==> src/rtl/core/assert_macros.svh <==
// Assertion macros shared by the RTL that checks itself
`ifndef ASSERT_MACROS_SVH
`define ASSERT_MACROS_SVH

// Same-cycle implication, reset masks the check
`define MBS_ASSERT_SAME(lbl, clk, rstn, pre, post) \
    lbl: assert property (@(posedge clk) disable iff (!rstn) (pre) |-> (post)) \
        else $error("assertion failed: same-cycle rule");

// Next-cycle implication, reset masks the check
`define MBS_ASSERT_NEXT(lbl, clk, rstn, pre, post) \
    lbl: assert property (@(posedge clk) disable iff (!rstn) (pre) |=> (post)) \
        else $error("assertion failed: next-cycle rule");

`endif

==> src/rtl/core/mbslv_pkg.sv <==
// Shared types, constants and CRC helper for the Modbus RTU sensor slave
package mbslv_pkg;

    localparam int FRAME_BYTES_DEF = 32;

    localparam logic [7:0]  SLAVE_ADDR_RST = 8'h01;
    localparam logic [7:0]  FUNC_READ      = 8'h03;
    localparam logic [7:0]  FUNC_WRITE     = 8'h06;
    localparam logic [7:0]  EXC_READ       = 8'h83;
    localparam logic [7:0]  EXC_WRITE      = 8'h86;
    localparam logic [7:0]  EXC_FUNC       = 8'h80;
    localparam logic [7:0]  ALT_BASE_HI    = 8'h40;
    localparam logic [7:0]  EXC_CODE_ADDR  = 8'h02;
    localparam logic [7:0]  EXC_CODE_FUNC  = 8'h01;
    localparam logic [15:0] CRC_INIT       = 16'hFFFF;
    localparam logic [15:0] CRC_POLY       = 16'hA001;

    typedef struct packed {
        logic               op;
        logic [7:0]         rx_byte;
        logic signed [15:0] temperature_centi;
        logic [13:0]        humidity_centi;
        logic [15:0]        pm25_value;
    } in_word_t;

    typedef struct packed {
        logic [7:0] tx_byte;
        logic       last;
    } out_word_t;

    typedef enum logic [2:0] {
        ST_IDLE,
        ST_WALK_RD,
        ST_WALK_UPD,
        ST_DECIDE,
        ST_TX_RD,
        ST_TX_LD,
        ST_TX_WAIT
    } state_t;

    typedef struct packed {
        logic byte_wr;
        logic eof;
        logic walk_rd;
        logic walk_upd;
        logic decide;
        logic tx_rd;
        logic tx_ld;
        logic tx_next;
    } dp_cmd_t;

    typedef struct packed {
        logic drop_early;
        logic walk_done;
        logic frame_ok;
        logic out_taken;
        logic out_last;
    } dp_status_t;

    // Fold one byte into the Modbus CRC-16, LSB first
    function automatic logic [15:0] crc16_byte(input logic [15:0] crc, input logic [7:0] b);
        logic [15:0] r;
        r = crc ^ {8'h00, b};
        for (int k = 0; k < 8; k++) begin
            if (r[0]) begin
                r = (r >> 1) ^ CRC_POLY;
            end else begin
                r = r >> 1;
            end
        end
        return r;
    endfunction

endpackage

==> src/rtl/core/modbus_rtu_sensor_slave_unit.sv <==
// Top level of the Modbus RTU sensor slave: sequencer plus datapath
// Usage:
//   s_ channel: one word per received byte (op 0) or an end-of-frame marker
//   (op 1) that also samples the three sensor readings.
//   m_ channel: reply bytes, CRC low then high last, with last set on the
//   final byte. cfg_ channel: writes the station address (always ready).
// Sequence:
//   A received byte is written into the buffer when taken. At end of frame
//   the buffer is walked, a read then an update for each stored byte,
//   through the single read port and the byte-wide CRC unit; the walk end
//   is then seen and the frame decoded. Each reply byte then goes through
//   read, load and hand-over steps, plus any receiver stall.
//   Input is not accepted while a frame is being checked or answered.
//   Frames that fail address or CRC checks, are shorter than 4 bytes or
//   overflow the buffer produce no reply.
// Reset: the station address returns to 1, the byte count, overflow flag
//   and register bank clear; buffer contents are left as they were.
// Stall: m_valid and the reply byte hold until m_ready is seen.
module modbus_rtu_sensor_slave_unit #(
    parameter int FRAME_BYTES = mbslv_pkg::FRAME_BYTES_DEF
) (
    input  logic                 aclk,
    input  logic                 aresetn,
    input  logic                 cfg_valid,
    output logic                 cfg_ready,
    input  logic [7:0]           cfg_wdata,
    input  logic                 s_valid,
    output logic                 s_ready,
    input  mbslv_pkg::in_word_t  s_word,
    output logic                 m_valid,
    input  logic                 m_ready,
    output mbslv_pkg::out_word_t m_word
);
    import mbslv_pkg::*;

    `include "assert_macros.svh"

    dp_cmd_t    cmd;
    dp_status_t st;

    assign cfg_ready = 1'b1;

    mbslv_ctrl u_ctrl (
        .aclk    (aclk),
        .aresetn (aresetn),
        .s_valid (s_valid),
        .s_op    (s_word.op),
        .s_ready (s_ready),
        .st      (st),
        .cmd     (cmd)
    );

    mbslv_dp #(
        .FRAME_BYTES (FRAME_BYTES)
    ) u_dp (
        .aclk      (aclk),
        .aresetn   (aresetn),
        .cfg_valid (cfg_valid),
        .cfg_wdata (cfg_wdata),
        .s_word    (s_word),
        .cmd       (cmd),
        .st        (st),
        .m_valid   (m_valid),
        .m_ready   (m_ready),
        .m_word    (m_word)
    );

    // Input is never taken while a reply byte is pending
    `MBS_ASSERT_SAME(a_no_overlap, aclk, aresetn, m_valid, !s_ready)
    // Final reply byte handed over: the output goes quiet next cycle
    `MBS_ASSERT_NEXT(a_last_ends, aclk, aresetn, m_valid && m_ready && m_word.last, !m_valid)
    // A plain received byte never starts frame processing
    `MBS_ASSERT_NEXT(a_byte_stays_idle, aclk, aresetn, s_valid && s_ready && !s_word.op, s_ready)

endmodule

==> src/rtl/core/mbslv_ctrl.sv <==
// Sequencer for frame capture, frame check and reply emission
module mbslv_ctrl (
    input  logic                aclk,
    input  logic                aresetn,
    input  logic                s_valid,
    input  logic                s_op,
    output logic                s_ready,
    input  mbslv_pkg::dp_status_t st,
    output mbslv_pkg::dp_cmd_t  cmd
);
    import mbslv_pkg::*;

    state_t state_reg;
    state_t state_next;

    // State register
    always_ff @(posedge aclk) begin
        if (!aresetn) begin
            state_reg <= ST_IDLE;
        end else begin
            state_reg <= state_next;
        end
    end

    // Next state
    always_comb begin
        state_next = state_reg;
        case (state_reg)
            ST_IDLE: begin
                if (s_valid && s_op && !st.drop_early) begin
                    state_next = ST_WALK_RD;
                end
            end
            ST_WALK_RD: begin
                state_next = st.walk_done ? ST_DECIDE : ST_WALK_UPD;
            end
            ST_WALK_UPD: state_next = ST_WALK_RD;
            ST_DECIDE: begin
                state_next = st.frame_ok ? ST_TX_RD : ST_IDLE;
            end
            ST_TX_RD: state_next = ST_TX_LD;
            ST_TX_LD: state_next = ST_TX_WAIT;
            ST_TX_WAIT: begin
                if (st.out_taken) begin
                    state_next = st.out_last ? ST_IDLE : ST_TX_RD;
                end
            end
            default: state_next = ST_IDLE;
        endcase
    end

    // Outputs
    always_comb begin
        cmd     = '0;
        s_ready = 1'b0;
        case (state_reg)
            ST_IDLE: begin
                s_ready     = 1'b1;
                cmd.byte_wr = s_valid && !s_op;
                cmd.eof     = s_valid && s_op;
            end
            ST_WALK_RD:  cmd.walk_rd  = !st.walk_done;
            ST_WALK_UPD: cmd.walk_upd = 1'b1;
            ST_DECIDE:   cmd.decide   = st.frame_ok;
            ST_TX_RD:    cmd.tx_rd    = 1'b1;
            ST_TX_LD:    cmd.tx_ld    = 1'b1;
            ST_TX_WAIT:  cmd.tx_next  = st.out_taken;
            default: begin
                cmd     = '0;
                s_ready = 1'b0;
            end
        endcase
    end

endmodule

==> src/rtl/core/mbslv_dp.sv <==
// Frame buffer, CRC unit, frame decode and reply byte path
module mbslv_dp #(
    parameter int FRAME_BYTES = mbslv_pkg::FRAME_BYTES_DEF
) (
    input  logic                  aclk,
    input  logic                  aresetn,
    input  logic                  cfg_valid,
    input  logic [7:0]            cfg_wdata,
    input  mbslv_pkg::in_word_t   s_word,
    input  mbslv_pkg::dp_cmd_t    cmd,
    output mbslv_pkg::dp_status_t st,
    output logic                  m_valid,
    input  logic                  m_ready,
    output mbslv_pkg::out_word_t  m_word
);
    import mbslv_pkg::*;

    localparam int AW = $clog2(FRAME_BYTES);
    localparam int CW = $clog2(FRAME_BYTES + 1);
    localparam int KW = $clog2(FRAME_BYTES + 2);

    logic [7:0]    mem [FRAME_BYTES];
    logic [7:0]    rdata_reg;
    logic [AW-1:0] rd_addr;
    logic          rd_en;

    logic [7:0]    slave_addr_reg;
    logic [CW-1:0] cnt_reg;
    logic          ovf_reg;
    logic [CW-1:0] n_reg;
    logic [CW-1:0] i_reg;
    logic [15:0]   crc_reg;
    logic [15:0]   crc_next;
    logic [7:0]    b0_reg, fn_reg, hi_reg, lo_reg, qty_reg, rxlo_reg, rxhi_reg;
    logic [15:0]   temp_reg, hum_reg, pm_reg;
    logic [7:0]    bank_reg [5];

    logic          from_buf_reg;
    logic [KW-1:0] blen_reg;
    logic [7:0]    code_reg, third_reg;
    logic [1:0]    sel_reg;
    logic [KW-1:0] k_reg;

    out_word_t     out_reg;
    out_word_t     out_next;
    logic          m_valid_reg;

    // Decode of the captured request
    logic          echo_rd, rd_ok, wr_ok, single, triple;
    logic [7:0]    base;
    logic [KW-1:0] dlen, blen_next;
    logic [7:0]    code_next, third_next;
    logic [1:0]    sel_next;

    always_comb begin
        echo_rd = (fn_reg == FUNC_READ) && (hi_reg == 8'h00) && (lo_reg == 8'd5);
        rd_ok   = (fn_reg == FUNC_READ) &&
                  (((hi_reg == 8'h00) && (lo_reg <= 8'd4)) ||
                   ((hi_reg == ALT_BASE_HI) && (lo_reg <= 8'd5)));
        wr_ok   = (fn_reg == FUNC_WRITE) && (hi_reg == 8'h00) && (lo_reg <= 8'd5);
        base    = (hi_reg == 8'h00) ? 8'd1 : 8'd2;
        single  = (lo_reg >= base) && (lo_reg <= base + 8'd2) && (qty_reg == 8'd1);
        triple  = (lo_reg == base) && (qty_reg == 8'd3);
        dlen    = single ? KW'(2) : (triple ? KW'(6) : KW'(0));
        sel_next = single ? 2'(lo_reg - base) : 2'd0;
        if (echo_rd) begin
            blen_next = KW'(n_reg);
        end else if (wr_ok) begin
            blen_next = KW'(n_reg - CW'(2));
        end else begin
            // sensor data only follows a valid read header
            blen_next = KW'(3) + (rd_ok ? dlen : KW'(0));
        end
        if (rd_ok) begin
            code_next  = FUNC_READ;
            third_next = {qty_reg[6:0], 1'b0};
        end else if (fn_reg == FUNC_READ) begin
            code_next  = EXC_READ;
            third_next = EXC_CODE_ADDR;
        end else if (fn_reg == FUNC_WRITE) begin
            code_next  = EXC_WRITE;
            third_next = EXC_CODE_ADDR;
        end else begin
            code_next  = EXC_FUNC;
            third_next = EXC_CODE_FUNC;
        end
    end

    // Buffer read port
    always_comb begin
        rd_en   = cmd.walk_rd || (cmd.tx_rd && from_buf_reg && (k_reg < blen_reg));
        rd_addr = cmd.walk_rd ? i_reg[AW-1:0] : k_reg[AW-1:0];
    end

    // Buffer memory: one write port, one registered read port
    always_ff @(posedge aclk) begin
        if (cmd.byte_wr && (cnt_reg < CW'(FRAME_BYTES))) begin
            mem[cnt_reg[AW-1:0]] <= s_word.rx_byte;
        end
        if (rd_en) begin
            rdata_reg <= mem[rd_addr];
        end
    end

    // Reply byte and running CRC
    logic [KW-1:0] d;
    logic [1:0]    widx;
    logic [15:0]   word;
    logic [7:0]    body_byte;

    always_comb begin
        d    = k_reg - KW'(3);
        widx = sel_reg + d[2:1];
        case (widx)
            2'd0:    word = temp_reg;
            2'd1:    word = hum_reg;
            default: word = pm_reg;
        endcase
        if (from_buf_reg) begin
            body_byte = rdata_reg;
        end else if (k_reg == KW'(0)) begin
            body_byte = b0_reg;
        end else if (k_reg == KW'(1)) begin
            body_byte = code_reg;
        end else if (k_reg == KW'(2)) begin
            body_byte = third_reg;
        end else begin
            body_byte = d[0] ? word[7:0] : word[15:8];
        end
        crc_next = crc_reg;
        if (k_reg < blen_reg) begin
            out_next = '{tx_byte: body_byte, last: 1'b0};
            crc_next = crc16_byte(crc_reg, body_byte);
        end else if (k_reg == blen_reg) begin
            out_next = '{tx_byte: crc_reg[7:0], last: 1'b0};
        end else begin
            out_next = '{tx_byte: crc_reg[15:8], last: 1'b1};
        end
    end

    // Control registers
    always_ff @(posedge aclk) begin
        if (!aresetn) begin
            slave_addr_reg <= SLAVE_ADDR_RST;
            cnt_reg        <= '0;
            ovf_reg        <= 1'b0;
            m_valid_reg    <= 1'b0;
            for (int j = 0; j < 5; j++) begin
                bank_reg[j] <= 8'h00;
            end
        end else begin
            if (cfg_valid) begin
                slave_addr_reg <= cfg_wdata;
            end
            // count bytes, flag overflow
            if (cmd.byte_wr) begin
                if (cnt_reg < CW'(FRAME_BYTES)) begin
                    cnt_reg <= cnt_reg + CW'(1);
                end else begin
                    ovf_reg <= 1'b1;
                end
            end
            if (cmd.eof) begin
                cnt_reg <= '0;
                ovf_reg <= 1'b0;
            end
            // store a written register
            if (cmd.decide && wr_ok && (lo_reg <= 8'd4)) begin
                bank_reg[lo_reg[2:0]] <= qty_reg;
            end
            if (cmd.tx_ld) begin
                m_valid_reg <= 1'b1;
            end else if (m_valid_reg && m_ready) begin
                m_valid_reg <= 1'b0;
            end
        end
    end

    // Payload registers: frame walk, capture and reply state
    always_ff @(posedge aclk) begin
        if (cmd.eof) begin
            n_reg    <= cnt_reg;
            i_reg    <= '0;
            crc_reg  <= CRC_INIT;
            qty_reg  <= 8'h00;
            temp_reg <= s_word.temperature_centi;
            hum_reg  <= {2'b00, s_word.humidity_centi};
            pm_reg   <= s_word.pm25_value;
        end
        if (cmd.walk_upd) begin
            if (i_reg < n_reg - CW'(2)) begin
                crc_reg <= crc16_byte(crc_reg, rdata_reg);
            end
            if (i_reg == CW'(0)) b0_reg  <= rdata_reg;
            if (i_reg == CW'(1)) fn_reg  <= rdata_reg;
            if (i_reg == CW'(2)) hi_reg  <= rdata_reg;
            if (i_reg == CW'(3)) lo_reg  <= rdata_reg;
            if (i_reg == CW'(5)) qty_reg <= rdata_reg;
            if (i_reg == n_reg - CW'(2)) rxlo_reg <= rdata_reg;
            if (i_reg == n_reg - CW'(1)) rxhi_reg <= rdata_reg;
            i_reg <= i_reg + CW'(1);
        end
        if (cmd.decide) begin
            from_buf_reg <= echo_rd || wr_ok;
            blen_reg     <= blen_next;
            code_reg     <= code_next;
            third_reg    <= third_next;
            sel_reg      <= sel_next;
            k_reg        <= '0;
            crc_reg      <= CRC_INIT;
        end
        if (cmd.tx_ld) begin
            out_reg <= out_next;
            crc_reg <= crc_next;
        end
        if (cmd.tx_next) begin
            k_reg <= k_reg + KW'(1);
        end
    end

    // Status to the sequencer
    always_comb begin
        st.drop_early = ovf_reg || (cnt_reg < CW'(4));
        st.walk_done  = (i_reg == n_reg);
        st.frame_ok   = (b0_reg == slave_addr_reg) &&
                        (rxlo_reg == crc_reg[7:0]) && (rxhi_reg == crc_reg[15:8]);
        st.out_taken  = m_valid_reg && m_ready;
        st.out_last   = out_reg.last;
    end

    assign m_valid = m_valid_reg;
    assign m_word  = out_reg;

endmodule

==> config.mk <==
export PLATFORM = sky130hd
export DESIGN_NAME = modbus_rtu_sensor_slave_unit
export DESIGN_NICKNAME = d
export VERILOG_FILES = /design/src/rtl/core/mbslv_pkg.sv /design/src/rtl/core/modbus_rtu_sensor_slave_unit.sv /design/src/rtl/core/mbslv_ctrl.sv /design/src/rtl/core/mbslv_dp.sv
export VERILOG_INCLUDE_DIRS = /design/src /design/src/rtl/core
export SDC_FILE = /design/constraint.sdc
export NUM_CORES = 1
export LEC_CHECK = 0
export BUFFER_PORTS_ARGS = -buffer_cell sky130_fd_sc_hd__buf_2
export CAP_MARGIN = 20
export CORE_MARGIN = 5
export CORE_UTILIZATION = 42
export CTS_CLUSTER_DIAMETER = 50
export DETAILED_ROUTE_END_ITERATION = 10
export RECOVER_POWER = 25
export SLEW_MARGIN = 30
export SYNTH_ARGS = -nofsm -noshare
export SYNTH_HDL_FRONTEND = slang
export SYNTH_SLANG_ARGS = --single-unit
==> constraint.sdc <==
create_clock -name aclk -period 6.4 [get_ports aclk]
set_input_delay 0.96 -clock aclk [delete_from_list [all_inputs] [get_ports aclk]]
set_output_delay 0.96 -clock aclk [all_outputs]
set_load 0.1 [all_outputs]
; After elaboration in Yosys (flattened, before gate mapping)
; Memory sizes are Yosys's and may differ from the RTL's. A register that Yosys moved wholly into a read port is not among the register bits.
; Cells that the tools add are included.
; W data, S select, Z words.
[word_totals]
wordCells = 229
ram_bits = 256
memories = 1
out_inout_bits = 12
regBits = 189
[op_classes]
add_sub_neg = 10
n_mux = 87
n_eq_ne = 30
n_reduce_logical = 45
bitwise_logic = 20
magnitude_cmp = 8
[memory_table]
columns = name, depth, width, read_ports, rd_clocked_by_memory_dff, write_ports, line_no
row1 = u_dp.mem, 32, 8, 1, 1, 1, mbslv_dp.sv:22  ; logic [7:0] mem [FRAME_BYTES];
[ops]
columns = cell, n
row1 = $mux W16, 43
row2 = $mux W8, 9
row3 = $mux W6, 8
row4 = $not A2 Y3, 16
row5 = $pmux W16 S2, 1
row6 = $xor A16 B8 Y16, 2
row7 = $eq A6 B6 Y1, 4
row8 = $eq A8 B8 Y1, 3
row9 = $pmux W3 S7, 1
row10 = $logic_and A1 B1 Y1, 19
row11 = $add A6 B1 Y6 const B, 3
row12 = $eq A6 B2 Y1 const B, 3
row13 = $mux W3, 6
row14 = $mux W9, 2
row15 = $reduce_and A2 Y1, 9
row16 = $eq A8 B2 Y1 const B, 2
row17 = $eq A8 B3 Y1 const B, 2
row18 = $le A8 B3 Y1 const B, 2
row19 = $eq A6 B1 Y1 const B, 2
row20 = $logic_not A6 Y1, 2
row21 = $lt A6 B6 Y1, 2
row22 = $mux W1, 12
row23 = $eq A3 B3 Y1 const B, 3
row24 = $add A8 B2 Y8 const B, 1
row25 = other kinds (28), 43

; Logic depth before layout (Yosys ltp)
; Gate-level depths: netlist (run 1).
[logic_depth]
depth_word = 35
ltp_mapped = 16
ltp_nobuf = 13

; Modules after synthesis
; From an unflattened synthesis (run 1), not the netlist that was laid out.
[hier_totals]
cells_unflattened = 1306
hier_area_um2 = 19809.0
[modules_own_cells]
columns = module, n_inst, seq_area_each_um2, cells_per_inst, area_each_um2
row1 = mbslv_dp, 1, 13152.6, 1275, 19577.5
row2 = mbslv_ctrl, 1, 60.1, 29, 220.2
row3 = modbus_rtu_sensor_slave_unit, 1, 0.0, 2, 11.3

; Worst setup path after synthesis (run 1)
; Ideal clock, no wire load.
[synth_timing]
kind = register to register
start = register u_ctrl.state_reg[1]
end = register u_dp.crc_reg[10] (data pin)
period_less_slack_ps = 5690
path_buffers = 2
setup_time_ps = 164
stages_incl_launch_ff = 8
arrival_time_ps = 5526
slack_ps = 710
path_cell_list = dfxtp_1 -> clkbuf_1 -> nor3_1 -> nand3_1 -> inv_1 -> buf_1 -> o31ai_1 -> a22oi_1
[synth_lines]
columns = item, line_no
row1 = start: declaration, mbslv_ctrl.sv:13  ; state_t state_reg;
row2 = start signal: assignment, mbslv_ctrl.sv:21  ; state_reg <= state_next;
row3 = end signal: assignment, mbslv_dp.sv:192  ; crc_reg <= crc16_byte(crc_reg, rdata_reg);
row4 = end signal: assignment, mbslv_dp.sv:214  ; crc_reg <= crc_next;
row5 = end: declaration, mbslv_dp.sv:32  ; logic [15:0] crc_reg;

; Final worst setup path (run 1)
[layout_timing]
start = register u_dp.k_reg[1]
end = register u_dp.crc_reg[0] (data pin)
[layout_via]
elab_chain_cells = 28
word_cells_on_any_way = 38
cone_classes = add/sub (2) / eq/ne (3) / mux (23) / bitwise (8) / reduce/logical (2)
[layout_lines]
columns = item, line_no
row1 = start: declaration, mbslv_dp.sv:42  ; logic [KW-1:0] k_reg;
row2 = start signal: assignment, mbslv_dp.sv:217  ; k_reg <= k_reg + KW'(1);
row3 = $sub A3 B2 Y3 *, mbslv_dp.sv:112  ; d = k_reg - KW'(3);
row4 = net u_dp.d[1], mbslv_dp.sv:106  ; logic [KW-1:0] d;
row5 = $add A2 B2 Y2 *, mbslv_dp.sv:113  ; widx = sel_reg + d[2:1];
row6 = $eq A2 B1 Y1 / $logic_not A2 Y1 (equally long branches), mbslv_dp.sv:114  ; case (widx)
row7 = $pmux W16 S2 *, mbslv_dp.sv:114
row8 = $mux W8 *, mbslv_dp.sv:128  ; body_byte = d[0] ? word[7:0] : word[15:8];
row9 = $mux W8 *, mbslv_dp.sv:125  ; end else if (k_reg == KW'(2)) begin
row10 = $mux W8 *, mbslv_dp.sv:123  ; end else if (k_reg == KW'(1)) begin
row11 = (+13 left out), -
row12 = $mux W16 *, mbslv_pkg.sv:65  ; if (r[0]) begin
row13 = $mux W16 *, mbslv_dp.sv:131  ; if (k_reg < blen_reg) begin
row14 = $not A2 Y3 (no line) / $mux W16 (equally long branches), -
row15 = $mux W16 *, mbslv_pkg.sv:65
row16 = $mux W16 *, mbslv_dp.sv:131
row17 = $mux W16 *, mbslv_pkg.sv:65
row18 = $mux W16 *, mbslv_dp.sv:131
row19 = $mux W16 *, mbslv_dp.sv:212  ; if (cmd.tx_ld) begin
; Mark *: on every way through the listed nets, which the timed path passes. The rest lies on a longest branch. The select of a mux whose other input is x is not followed.
; A chain may end at the register's enable or synchronous reset.

==> reports/metrics.cfg, run 1 <==
[critical_path]
regToRegEndpoint = u_dp.crc_reg[0]
cp-start-kind = flop
cp-endpoint = u_dp.crc_reg[0]
crit_path_start = u_dp.k_reg[1]
worstReg2RegStart = u_dp.k_reg[1]
cp_data_arrival_time_ns = 5.18
required_ns = 6.72
cp-end-kind = flop
reg2reg_depth = 12
rrSetupSlack_ns = 1.53
path_max_fanout = 16
crit_type = reg -> reg

[outcome]
status = finished with violations
violations = max-capacitance violations, max-slew violations

[route]
antenna_left = 0
remaining_drc_errors = 0
routed_wl_um = 49800
viasPerCell = 5.60
vias = 12500
first_pass_iters = 5
wl_per_cell_um = 22.2
drt_iter0_drc = 1213

[layout]
fill_cells = 4017
layout-drive-gt1-share_pct = 11.6
final-seq-area_mm2 = 0.0132
fin_area_mm2 = 0.0225
largest_reg_flops = 256
final_core_util_pct = 48.2
num_antenna_cells = 0
multi_input_area_mm2 = 0.00622
nets = 1696
syn2layout_area_growth_pct = 13.4

[timing]
hold_ws_ns = 0.475
fmax_mhz = 205
finalCritPeriodShare_pct = 76.1
hold_viol_final = 0
skew_ns = 0.0304
slew-limit-headroom_pct = -9.50
setup_tns_ns = 0
worstMarginPinSlew_ns = 1.64
fin_crit_ns = 4.87
final_max_slew_viol_count = 198
setup_viol = 0
rsz0062_at_grt = no

[synthesis]
synth_top_family_by_area = simple AND/OR/NAND/NOR gates
async_flop_share_pct = 0
yosysSeqAreaShare_pct = 66.8
synth_ff_type = edfxtp_1
synth_top_area_share_pct = 64.0
ys_types = 68
synth_enable_flop_cells = 422
syn_nets = 1628
synth_mux_area_share_pct = 4.19
synth_compound_area_share_pct = 6.81
netlist_area_mm2 = 0.0198
synth_cells = 1526
avgSynthCellArea_um2 = 13.0
yosysTopAreaCell = edfxtp_1
synth_fa_ha_area_share_pct = 2.23
synth_area_leaders = edfxtp_1, nand2_1, dfxtp_1
synth-simple-area-share_pct = 13.4
ys_ff_latch = 449
synth_xor_area_share_pct = 4.37
yosys_warnings = 0

[cts]
clockBufferDepth = 3
holdBufCountCts = 0
clkLatencyLatePin_ns = 0.60
clkSlewWorstSetupHoldPaths_ns = 0.06
ctsResizeCount = 0
numClockSinks = 449
cts_setup_buffers = 0
cts_tree = built
cts_buffers = 48
cts_max_level = 2
cts-root-buf = clkbuf_16

[floorplanning]
dieArea_mm2 = 0.0516
die_h_um = 227
ioPinCount = 80
num_rows = 79
coreArea_mm2 = 0.0466
initial_core_util_pct = 42.5
die_x_um = 227

[pwr]
p_leak_nw = 7.61
p_per_area_mw_per_mm2 = 270
peakVddDrop_v = 0.000255

[global_route]
grt_pass1_wl_um = 75100
grt_usage_pct = 19.1
gr-total-overflow = 0
grt_pass1_vias = 12200
antenna_found_initial = 1
grt_max_degree = 97

[flow_run]
maxCapViolations = 6

[place]
port-buffer-count = 78
dp_hpwl_um = 32500
gp_congestion = 0.856
place_area_mm2 = 0.0209

[min_path]
hold_class = reg -> reg

## how the worst min path moves through the flow
| stage | startpoint | to | cells after the start |
|---|---|---|---|
| 4_1_cts | u_dp.ovf_reg | u_dp.ovf_reg | 2 |
| 5_1_grt | u_dp.ovf_reg | u_dp.ovf_reg | 2 |
| 2_1_floorplan | u_dp.cnt_reg[2] | u_dp.n_reg[2] | 0 |
| 3_5_place_dp | u_dp.ovf_reg | u_dp.ovf_reg | 2 |
| 3_3_place_gp | u_dp.ovf_reg | u_dp.ovf_reg | 2 |
| 6_report | u_dp.ovf_reg | u_dp.ovf_reg | 2 |
## critical path: stages (launching register included)
cell and delay (ns):
edfxtp_1 0.51, inv_1 0.16, ha_1 0.34, ha_1 0.72
mux2_2 0.41, mux4_2 0.51, or4b_1 0.50, and4_1 0.22
xnor3_2 0.46, xor2_1 0.19, a21oi_1 0.17, o211ai_1 0.09
a211o_1 0.31
## routing by layer
layer | up-vias | share of wire [%] | GRT usage, %
li1 | 5778 | - | -
met5 | - | 0.014 | 0
met3 | 97 | 5.9 | 3.19
met2 | 434 | 47 | 30.9
met1 | 6235 | 43 | 26.6
met4 | 2 | 3.3 | 6.50
## layout by cell type (no fill, tap or decap), types with 27 or more instances in the layout
cell       netlist  routed
nor2_1         100     100
nand3_1         89      89
dfxtp_1         27      27
clkbuf_1        61      32
mux2i_1         51      49
nand2_1        257     257
ha_1            32      32
clkbuf_16        0      49
edfxtp_1       422     422
xnor2_1         56      56
xor2_1          33      33
a32oi_1         33      33
inv_1           34      33
buf_2           11      57
## cells by family (layout without fill, tap and decap cells)
| logic type | Yosys count | in the layout |
|---|---|---|
| other cells | 1 | 1 |
| compound gates | 188 | 188 |
| xor+xnor | 93 | 93 |
| fa+ha+maj | 34 | 34 |
| mux | 72 | 72 |
| simple gates | 577 | 577 |
| flops | 449 | 449 |
| buf+inv | 112 | 220 |
## power breakdown
group	total [mW]	internal, mW	leakage (nW)	switching [mW]
sequential	3.24	3.23	3.99	0.0161
clock	2.71	1.55	0.761	1.15
combinational	0.119	0.0383	2.86	0.0807
total	6.07	4.81	7.61	1.25
## stage by stage
stage / setup WS, ns / cells / power, mW
floorplan: 0.710 / 1526 / 3.35
global placement: 1.64 / 2150 / 3.42
detailed placement: 1.59 / 2151 / 3.42
CTS: 1.54 / 2241 / 6.13
global route: 1.27 / 2241 / 6.26
finish: 1.53 / 2241 / 6.07
## synth_stat cells, drive strengths merged, types with 3 or more instances
cell,instances
a2111oi,9
nand2b,14
a21oi,26
a22oi,9
a211oi,4
nand2,257
o211ai,4
nand4,18
mux2i,51
mux2,14
a31oi,23
nor2b,17
clkbuf,61
nor4,9
o21ai,30
dfxtp,27
or3,3
xnor2,57
a211o,4
and3,4
or2,3
xnor3,3
o21a,4
edfxtp,422
or3b,5
nand3,89
a21boi,10
xor2,33
a22o,8
buf,17
mux4,7
o31ai,11
nor3,24
and2,12
nand3b,10
nor2,101
a32oi,33
ha,32
inv,34
o311ai,3
## final cells by class
type	count	area share, %
flip-flops and latches	449	58.8
multi-input cells	965	27.7
clock buffers	67	6.12
well taps	607	3.38
repair buffers	96	2.52
clock inverters	23	0.842
inverters	34	0.568
No activity file was read; power rests on OpenSTA's default activity.
==> inputs of run 2 (changes only) <==
==> constraint.sdc (replaced) <==
create_clock -name aclk -period 4.86 [get_ports aclk]
set_input_delay 0.729 -clock aclk [delete_from_list [all_inputs] [get_ports aclk]]
set_output_delay 0.729 -clock aclk [all_outputs]
set_load 0.1 [all_outputs]
==> run 2 against run 1 <==
  * The run still ends with max-capacitance violations, max-slew violations left
  * Global-route usage is 0.42 points higher
  * Die area unchanged
  * Highest routed layer is now met4
  * Routed wire length up 2.2%
  * Non-clock buffer count grew 17
  * Cell count up 0.62%
  * Count of clock-buffer cells in the layout is 3 lower
  * First-iteration DRC count shrank 2.1%
==> reports/metrics.cfg, run 2 (synthesized netlist as in run 1, its figures left out) <==
[outcome]
status = finished with violations
violations = max-capacitance violations, max-slew violations

[critical_path]
crit_family = XOR/XNOR gates
reg2reg_depth = 13
cp-start-kind = flop
required_ns = 5.18
cp_slowest_cell = xnor2_2
rrSetupSlack_ns = 0.48
crit_type = reg -> reg
path_max_fanout = 9
cpPeakStageDelay_ns = 0.50
regToRegEndpoint = u_dp.crc_reg[0]
cp-end-kind = flop
path_cells = inv_1, ha_1, ha_1, xor2_1, xnor2_2, mux4_2, or4b_1, and4_1, xnor3_2, xor2_1, a21oi_1, o211ai_1, a211o_1
cp_data_arrival_time_ns = 4.70
worstReg2RegStart = u_dp.k_reg[1]
crit_buf_inv = 1

[flow_run]
maxCapViolations = 4

[route]
drt_iter0_drc = 1188
first_pass_iters = 9
remaining_drc_errors = 0
viasPerCell = 5.57
routed_wl_um = 50900
wl_per_cell_um = 22.6
antenna_left = 0
vias = 12600

[global_route]
grt_usage_pct = 19.6
grt_max_degree = 87
gr-total-overflow = 0
grt_pass1_wl_um = 76500
antenna_found_initial = 0
grt_pass1_vias = 12500

[pwr]
p_total_mw = 7.87
p_leak_nw = 7.64
peakVddDrop_v = 0.000314
p_per_area_mw_per_mm2 = 350

[min_path]
whs_path_depth = 1
worstHoldStart = s_word[6]
min_to = u_dp.pm_reg[6]
hold_class = in -> reg

[layout]
fill_cells = 4035
num_antenna_cells = 0
most-common-layout-cells = edfxtp_1, nand2_1, nor2_1
final_core_util_pct = 48.3
fin_cells = 2255
final_common_cell = edfxtp_1
nets = 1713
layout-drive-gt1-share_pct = 12.4
syn2layout_area_growth_pct = 13.5
largest_reg_flops = 256

[floorplanning]
die_h_um = 227
dieArea_mm2 = 0.0516
initial_core_util_pct = 42.5
num_rows = 79
ioPinCount = 80
die_x_um = 227
coreArea_mm2 = 0.0466

[cts]
clkLatencyLatePin_ns = 0.60
cts_buffers = 48
clkSlewWorstSetupHoldPaths_ns = 0.06
clockBufferDepth = 3
numClockSinks = 449
cts_setup_buffers = 0
cts-root-buf = clkbuf_16
cts_max_level = 2
cts_tree = built
ctsResizeCount = 0
holdBufCountCts = 0

[timing]
finalCritPeriodShare_pct = 90.1
worstMarginPinSlew_ns = 1.66
final_max_slew_viol_count = 132
setup_tns_ns = 0
skew_ns = 0.0372
slew-limit-headroom_pct = -10.4
fin_crit_ns = 4.38
fmax_mhz = 228
hold_viol_final = 0
rsz0062_at_grt = no
setup_viol = 0

[place]
gp_congestion = 0.879
dpl.cell_count = 2168
port-buffer-count = 78
dp_hpwl_um = 33900

==> run 2: worst max path at each step <==
stage                       start                end  slack [ns]  cells past startpoint
finish              u_dp.k_reg[1]    u_dp.crc_reg[0]        0.48                     13
floorplan           u_dp.k_reg[0]    u_dp.crc_reg[0]        0.05                     16
CTS                 u_dp.k_reg[1]    u_dp.crc_reg[0]        0.18                     13
global route        u_dp.i_reg[0]  u_dp.rdata_reg[6]        0.25                     13
global placement    u_dp.k_reg[1]    u_dp.crc_reg[0]        0.26                     13
detailed placement  u_dp.k_reg[1]    u_dp.crc_reg[0]        0.22                     13
==> run 2: power by group <==
group | switching, mW | total [mW] | internal (mW)
clock network | 1.50 | 3.45 | 1.95
logic | 0.106 | 0.157 | 0.0510
registers | 0.0218 | 4.27 | 4.25
==> run 2: layout make-up <==
type	instances	area [um2]	area share [%]
tap	607	759	3.38
sequential	449	13200	58.8
timing repair buffer	113	664	2.96
clock inverter	23	219	0.974
multi-input combinational	965	6230	27.7
inverter	34	128	0.568
clock buffer	64	1260	5.61
==> run 2: per-layer routing <==
| metal | part of all wire (%) | GRT usage [%] |
|---|---|---|
| met1 | 42 | 26.3 |
| met2 | 49 | 33.3 |
| met5 | 0 | 0 |
| met4 | 2.5 | 5.81 |
| met3 | 6.0 | 2.93 |
==> run 2: worst reg2reg max path: stages, from the launching register on <==
cell	delay, ns
edfxtp_1	0.38
inv_1	0.16
ha_1	0.28
ha_1	0.22
xor2_1	0.17
xnor2_2	0.50
mux4_2	0.43
or4b_1	0.50
and4_1	0.22
xnor3_2	0.46
xor2_1	0.19
a21oi_1	0.21
o211ai_1	0.11
a211o_1	0.31
==> run 2: stage by stage <==
stage	setup WS (ns)	instance area, um2	hold WS [ns]
floorplan	0.0525	19800	0.406
global placement	0.259	21000	0.451
detailed placement	0.216	21000	0.459
CTS	0.179	22500	0.295
global route	0.248	22500	0.304
finish	0.479	22500	0.323
